$ cat config.mk
export PLATFORM = sky130hd
export DESIGN_NAME = time_ordered_event_queue_unit
export DESIGN_NICKNAME = d
export VERILOG_FILES = /design/src/rtl/teq_pkg.sv /design/src/rtl/teq_cell.sv /design/src/rtl/time_ordered_event_queue_unit.sv
export SDC_FILE = /design/constraint.sdc
export NUM_CORES = 2
export LEC_CHECK = 0
export BUFFER_PORTS_ARGS = -buffer_cell sky130_fd_sc_hd__buf_2
export CAP_MARGIN = 25
export CELL_PAD_IN_SITES_DETAIL_PLACEMENT = 1
export CELL_PAD_IN_SITES_GLOBAL_PLACEMENT = 2
export CORE_ASPECT_RATIO = 1.1
export CORE_MARGIN = 1
export CORE_UTILIZATION = 46
export CTS_CLUSTER_SIZE = 24
export DETAILED_ROUTE_END_ITERATION = 16
export PLACE_DENSITY_LB_ADDON = 0.1
export SYNTH_ARGS = -nofsm -noshare
export SYNTH_HDL_FRONTEND = slang
export SYNTH_HIERARCHICAL = 1
export SYNTH_SLANG_ARGS = --single-unit
$ cat constraint.sdc
create_clock -name aclk -period 19.6 [get_ports aclk]
set_input_delay 3.92 -clock aclk [delete_from_list [all_inputs] [get_ports aclk]]
set_output_delay 3.92 -clock aclk [all_outputs]
set_load 0.03 [all_outputs]
$ cat src/rtl/teq_pkg.sv
// types and constants shared by the time-ordered event queue
// no dependencies
`timescale 1ns / 1ps
`default_nettype none

package teq_pkg;

    localparam int TIME_W  = 32;
    localparam int TYPE_W  = 8;
    localparam int ID_W    = 16;
    localparam int CMD_W   = 2;
    localparam int STAT_W  = 2;
    localparam int FILL_W  = 5;
    localparam int S_DATA_W = 64;
    localparam int M_DATA_W = 64;

    localparam logic [CMD_W-1:0] CMD_INSERT = 2'd0;
    localparam logic [CMD_W-1:0] CMD_POP    = 2'd1;
    localparam logic [CMD_W-1:0] CMD_CLEAR  = 2'd2;

    localparam logic [STAT_W-1:0] ST_OK    = 2'd0;
    localparam logic [STAT_W-1:0] ST_FULL  = 2'd1;
    localparam logic [STAT_W-1:0] ST_EMPTY = 2'd2;

    typedef struct packed {
        logic [TIME_W-1:0] time_stamp;
        logic [TYPE_W-1:0] action_type;
        logic [ID_W-1:0]   action_id;
    } teq_entry_t;

    // one-cycle operation broadcast to every cell
    typedef struct packed {
        logic do_insert;
        logic do_pop;
        logic do_clear;
    } teq_op_t;

endpackage

`default_nettype wire

$ cat src/rtl/teq_cell.sv
// one slot of the sorted shift-register queue
// depends on teq_pkg
`timescale 1ns / 1ps
`default_nettype none

module teq_cell (
    input  wire logic                aclk,
    input  wire logic                aresetn,
    input  wire teq_pkg::teq_op_t    op,
    input  wire teq_pkg::teq_entry_t new_entry,
    input  wire logic                left_le,
    input  wire logic                left_valid,
    input  wire teq_pkg::teq_entry_t left_entry,
    input  wire logic                right_valid,
    input  wire teq_pkg::teq_entry_t right_entry,
    output logic                     le,
    output logic                     valid,
    output teq_pkg::teq_entry_t      entry
);
    import teq_pkg::*;

    logic       valid_reg, valid_next;
    teq_entry_t entry_reg, entry_next;

    // held entry sorts before or ties with the new one
    assign le    = valid_reg && (entry_reg.time_stamp <= new_entry.time_stamp);
    assign valid = valid_reg;
    assign entry = entry_reg;

    always_comb begin
        valid_next = valid_reg;
        entry_next = entry_reg;
        priority if (op.do_clear) begin
            valid_next = 1'b0;
        end else if (op.do_pop) begin
            valid_next = right_valid;
            entry_next = right_entry;
        end else if (op.do_insert) begin
            valid_next = valid_reg || left_valid;
            if (!le) begin
                // boundary lands here, otherwise shift one place up
                entry_next = left_le ? new_entry : left_entry;
            end
        end
    end

    always_ff @(posedge aclk) begin
        if (!aresetn) begin
            valid_reg <= 1'b0;
        end else begin
            valid_reg <= valid_next;
        end
        entry_reg <= entry_next;
    end

endmodule

`default_nettype wire

$ cat src/rtl/time_ordered_event_queue_unit.sv
// top level of the time-ordered event queue: chain of teq_cell slots
// depends on teq_pkg and teq_cell
`timescale 1ns / 1ps
`default_nettype none

// Usage:
// Each input item on s_axis carries a command: insert (time stamp, action
// type, action id), pop the earliest entry, or clear. Every item gives
// exactly one result item on m_axis: status, the popped entry (zero when
// nothing is popped) and the fill count after the item.
// Entries stay sorted by ascending time; equal times leave in arrival order.
// All slots compare against the new time in parallel and shift by one place
// in the same cycle; the result is registered and shows in the cycle after
// acceptance, and one item per cycle is sustained while m_axis_tready is high.
// An insert into a full queue returns status full; a pop on an empty queue
// returns status empty; the queue is left unchanged in both cases.
// Reset (aresetn low, synchronous) empties the queue and drops any pending
// result. While m_axis_tready is low a result waits in the output register
// and s_axis_tready goes low; it rises again in the cycle the result is taken.
module time_ordered_event_queue_unit #(
    parameter int QUEUE_DEPTH = 16
) (
    input  wire logic                          aclk,
    input  wire logic                          aresetn,
    input  wire logic                          s_axis_tvalid,
    output logic                               s_axis_tready,
    // command[1:0], time_stamp[33:2], action_type[41:34], action_id[57:42], zero fill
    input  wire logic [teq_pkg::S_DATA_W-1:0]  s_axis_tdata,
    output logic                               m_axis_tvalid,
    input  wire logic                          m_axis_tready,
    // status[1:0], out_time[33:2], out_type[41:34], out_id[57:42],
    // fill_count[62:58], zero fill
    output logic [teq_pkg::M_DATA_W-1:0]       m_axis_tdata
);
    import teq_pkg::*;

    localparam int CNT_W = $clog2(QUEUE_DEPTH + 1);

    logic [CMD_W-1:0] cmd;
    teq_entry_t       new_entry;
    logic             accept;
    logic             full, empty;
    teq_op_t          op;

    logic [QUEUE_DEPTH-1:0] cell_le, cell_valid;
    teq_entry_t             cell_entry [QUEUE_DEPTH];

    logic [CNT_W-1:0] count_reg, count_next;
    logic [FILL_W-1:0] fill_count;

    logic                m_valid_reg;
    logic [M_DATA_W-1:0] m_data_reg, m_data_next;
    logic [STAT_W-1:0]   status;
    teq_entry_t          out_entry;

    assign cmd                   = s_axis_tdata[1:0];
    assign new_entry.time_stamp  = s_axis_tdata[33:2];
    assign new_entry.action_type = s_axis_tdata[41:34];
    assign new_entry.action_id   = s_axis_tdata[57:42];

    assign s_axis_tready = !m_valid_reg || m_axis_tready;
    assign accept        = s_axis_tvalid && s_axis_tready;
    assign full          = cell_valid[QUEUE_DEPTH-1];
    assign empty         = !cell_valid[0];

    assign op.do_insert = accept && (cmd == CMD_INSERT) && !full;
    assign op.do_pop    = accept && (cmd == CMD_POP) && !empty;
    assign op.do_clear  = accept && (cmd == CMD_CLEAR);

    genvar gi;
    generate
        for (gi = 0; gi < QUEUE_DEPTH; gi++) begin : g_cell
            logic       l_le, l_valid, r_valid;
            teq_entry_t l_entry, r_entry;
            if (gi == 0) begin : g_head
                // virtual neighbour before the head always sorts first
                assign l_le    = 1'b1;
                assign l_valid = 1'b1;
                assign l_entry = new_entry;
            end else begin : g_body
                assign l_le    = cell_le[gi-1];
                assign l_valid = cell_valid[gi-1];
                assign l_entry = cell_entry[gi-1];
            end
            if (gi == QUEUE_DEPTH - 1) begin : g_tail
                assign r_valid = 1'b0;
                assign r_entry = cell_entry[gi];
            end else begin : g_inner
                assign r_valid = cell_valid[gi+1];
                assign r_entry = cell_entry[gi+1];
            end
            teq_cell u_cell (
                .aclk        (aclk),
                .aresetn     (aresetn),
                .op          (op),
                .new_entry   (new_entry),
                .left_le     (l_le),
                .left_valid  (l_valid),
                .left_entry  (l_entry),
                .right_valid (r_valid),
                .right_entry (r_entry),
                .le          (cell_le[gi]),
                .valid       (cell_valid[gi]),
                .entry       (cell_entry[gi])
            );
        end
    endgenerate

    always_comb begin
        count_next = count_reg;
        status     = ST_OK;
        out_entry  = '0;
        unique case (cmd)
            CMD_INSERT: begin
                if (full) begin
                    status = ST_FULL;
                end else begin
                    count_next = count_reg + CNT_W'(1);
                end
            end
            CMD_POP: begin
                if (empty) begin
                    status = ST_EMPTY;
                end else begin
                    count_next = count_reg - CNT_W'(1);
                    out_entry  = cell_entry[0];
                end
            end
            CMD_CLEAR: begin
                count_next = '0;
            end
            default: begin
            end
        endcase
    end

    assign fill_count  = FILL_W'(count_next);
    assign m_data_next = {1'b0, fill_count, out_entry.action_id,
                          out_entry.action_type, out_entry.time_stamp, status};

    always_ff @(posedge aclk) begin
        if (!aresetn) begin
            count_reg   <= '0;
            m_valid_reg <= 1'b0;
        end else begin
            if (accept) begin
                count_reg <= count_next;
            end
            if (accept) begin
                m_valid_reg <= 1'b1;
            end else if (m_axis_tready) begin
                m_valid_reg <= 1'b0;
            end
        end
        if (accept) begin
            m_data_reg <= m_data_next;
        end
    end

    assign m_axis_tvalid = m_valid_reg;
    assign m_axis_tdata  = m_data_reg;

endmodule

`default_nettype wire
==> key figures <==
Status
  – Outcome: complete, no violations

Clocking
  – Cts bufs inserted: 111
  – # resized after CTS: 0
  – Setup Buffers After CTS: 0
  – Clk slew on worst S/H paths: approximately 0.060 ns
  – Hold buffer count at CTS: 0
  – Root Driver: clkbuf_16
  – Depth of the CTS H-tree: 3
  – CTS Buffer Depth: 3
  – Sink Count: roughly 1000
  – Clock latency on the worst-skew pair: between 0.7 and 0.8 ns
  – CTS tree: yes

Timing
  – Skew final: 0.0321 ns
  – Fin. Hold Viols: 0
  – Period utilization: 0.424
  – Slew margin rel.: 0.290
  – Final setup viols: 0
  – TNS Setup: 0 ns
  – Pins over their slew limit: 0
  – Fmax: roughly 120 MHz
  – Worst-Margin Slew: 1.07 ns
  – Unrepaired setup endpoints after global routing: false
  – Min Clock Period, post-route: 8.30 ns

Global route
  – Initial antenna violation count: 3
  – Vias in the first global route: 49016
  – Gr usage total: 0.251
  – First-pass GRT wire length: ~270000 µm
  – Largest net degree at the start of global routing: roughly 280
  – Total grt overflow: 0

Power and ir drop
  – Peak supply drop: a little under 70 µV
  – Leakage: ~24 nW
  – Sequential power share: 0.497
  – P_sw: 0.00123 W
  – Gate power share: 0.081
  – P_int: 0.00362 W
  – Power per cell area: between 70 and 80 mW/mm²
  – Switching share of total power: 0.253
  – Clk network pwr share: 0.421

Job
  – Number of max-capacitance violations reported: 0

Worst hold path
  – Worst hold-check path type: flop to flop
  – Min-delay src: m_axis_tvalid
  – Hold Crit Depth: 2

Critical path
  – Setup crit start: m_axis_tready
  – CP endpoint kind: flop
  – CP Max Fanout: between 200 and 250
  – CP startpoint kind: input port
  – Worst r2r src: g_cell[0].u_cell/valid
  – Critical path type: input port to flop
  – Cells on worst reg2reg path: 8
  – CP arrival: between 8 and 9 ns
  – Worst Path Required: 20.04 ns

Placement
  – Placed insts: 7741
  – RD Place Congestion: roughly 0.80
  – DPL Wire Length: roughly 120000 µm
  – I/O Buffers: between 100 and 150

Finish
  – Commonest cells after routing, fill and taps aside: nand2_1 (1030), o21ai_0 (967), edfxtp_1 (959)
  – # nets final: 6666
  – Non-Filler Instances: about 7900
  – Most common cell after layout, fill and taps aside: nand2_1
  – P&R area growth vs syn: 9.84%
  – Max reg flops: approximately 900
  – Share of layout cells above drive strength 1: 0.0715

Die
  – Starting Density: 0.465
  – I/O pin count: about 130
  – Die Y: 386 µm
  – Die area: about 0.14 mm²
  – Die X: around 350 µm
  – Rows: between 100 and 150
  – Core outline area: approximately 0.13 mm²

Routing
  – Via count: 45706
  – First DRT Iteration DRCs: about 2600
  – Detailed Routing Iterations Pass 1: 7
  – Antenna viol nets, final: 0
  – Via/cell ratio: 5.75
  – Drt wl/cell: about 21 µm
  – Routed wire length: around 170000 µm
  – Residual DRC: 0

Yosys
  – Post-Syn Area: 0.0617 mm²
  – Yosys Warn Count: 6
  – Post-Synthesis Mean Instance Area: around 10 µm²
  – Mapped Cells: around 6000
## through the flow
step                      utilization  setup WS, ns  power, W  area, µm²  hold slack, ns
after floorplan                     -         10.21   0.00267      61700           0.517
after global placement          0.484         10.33   0.00282      64200           0.516
after detailed placement        0.484         10.25   0.00285      64200           0.540
after CTS                       0.510         11.01   0.00491      67700           0.552
after global routing            0.511         10.79   0.00503      67800           0.569
final                           0.511         11.30   0.00485      67800           0.542
## path summary, 6_finish.rpt
| check | to | slack, ns |
|---|---|---|
| worst max-delay path | g_cell[15].u_cell/entry[18] | 11.30 |
| worst min-delay path | m_axis_tvalid | 0.54 |
| worst max register to register | g_cell[15].u_cell/entry[18] | 14.19 |
| worst min register to register | m_axis_tvalid | 0.54 |
## critical path, cell delays in order
cell and delay (ns):
buf_2 0.07, nand2b_1 0.13, nand2_1 0.23, inv_2 0.12
and2_4 0.67, buf_12 0.74, buf_4 0.92, buf_4 0.29
buf_16 0.33, buf_4 0.80, o21ai_0 0.24
## cell type report
class                      count  area [µm²]
fill                       14655       65000
clock buffer                 135        2920
tap                         1775        2220
antenna                        1        2.50
clock inverter                65         536
inverter                     549        2060
sequential                   981       29200
multi-input combinational   4229       29400
timing repair buffer         212        1400
## power groups by stage
stage          logic [W]  clock network, W  registers, W
2_1_floorplan   0.000226                 0       0.00245
3_3_place_gp    0.000369                 0       0.00246
3_5_place_dp    0.000395                 0       0.00246
4_1_cts         0.000397           0.00210       0.00241
5_1_grt         0.000447           0.00217       0.00242
6_report        0.000394           0.00204       0.00241
## metal layers
metal  wire length (µm)  track usage  vias up
met5                 37            0        -
met4               2950       0.0604        6
met3               4490       0.0277      194
met2              91900        0.476      489
met1              71300        0.299    23022
li1                   -            -    21995
(Power assumes the default switching activity.)
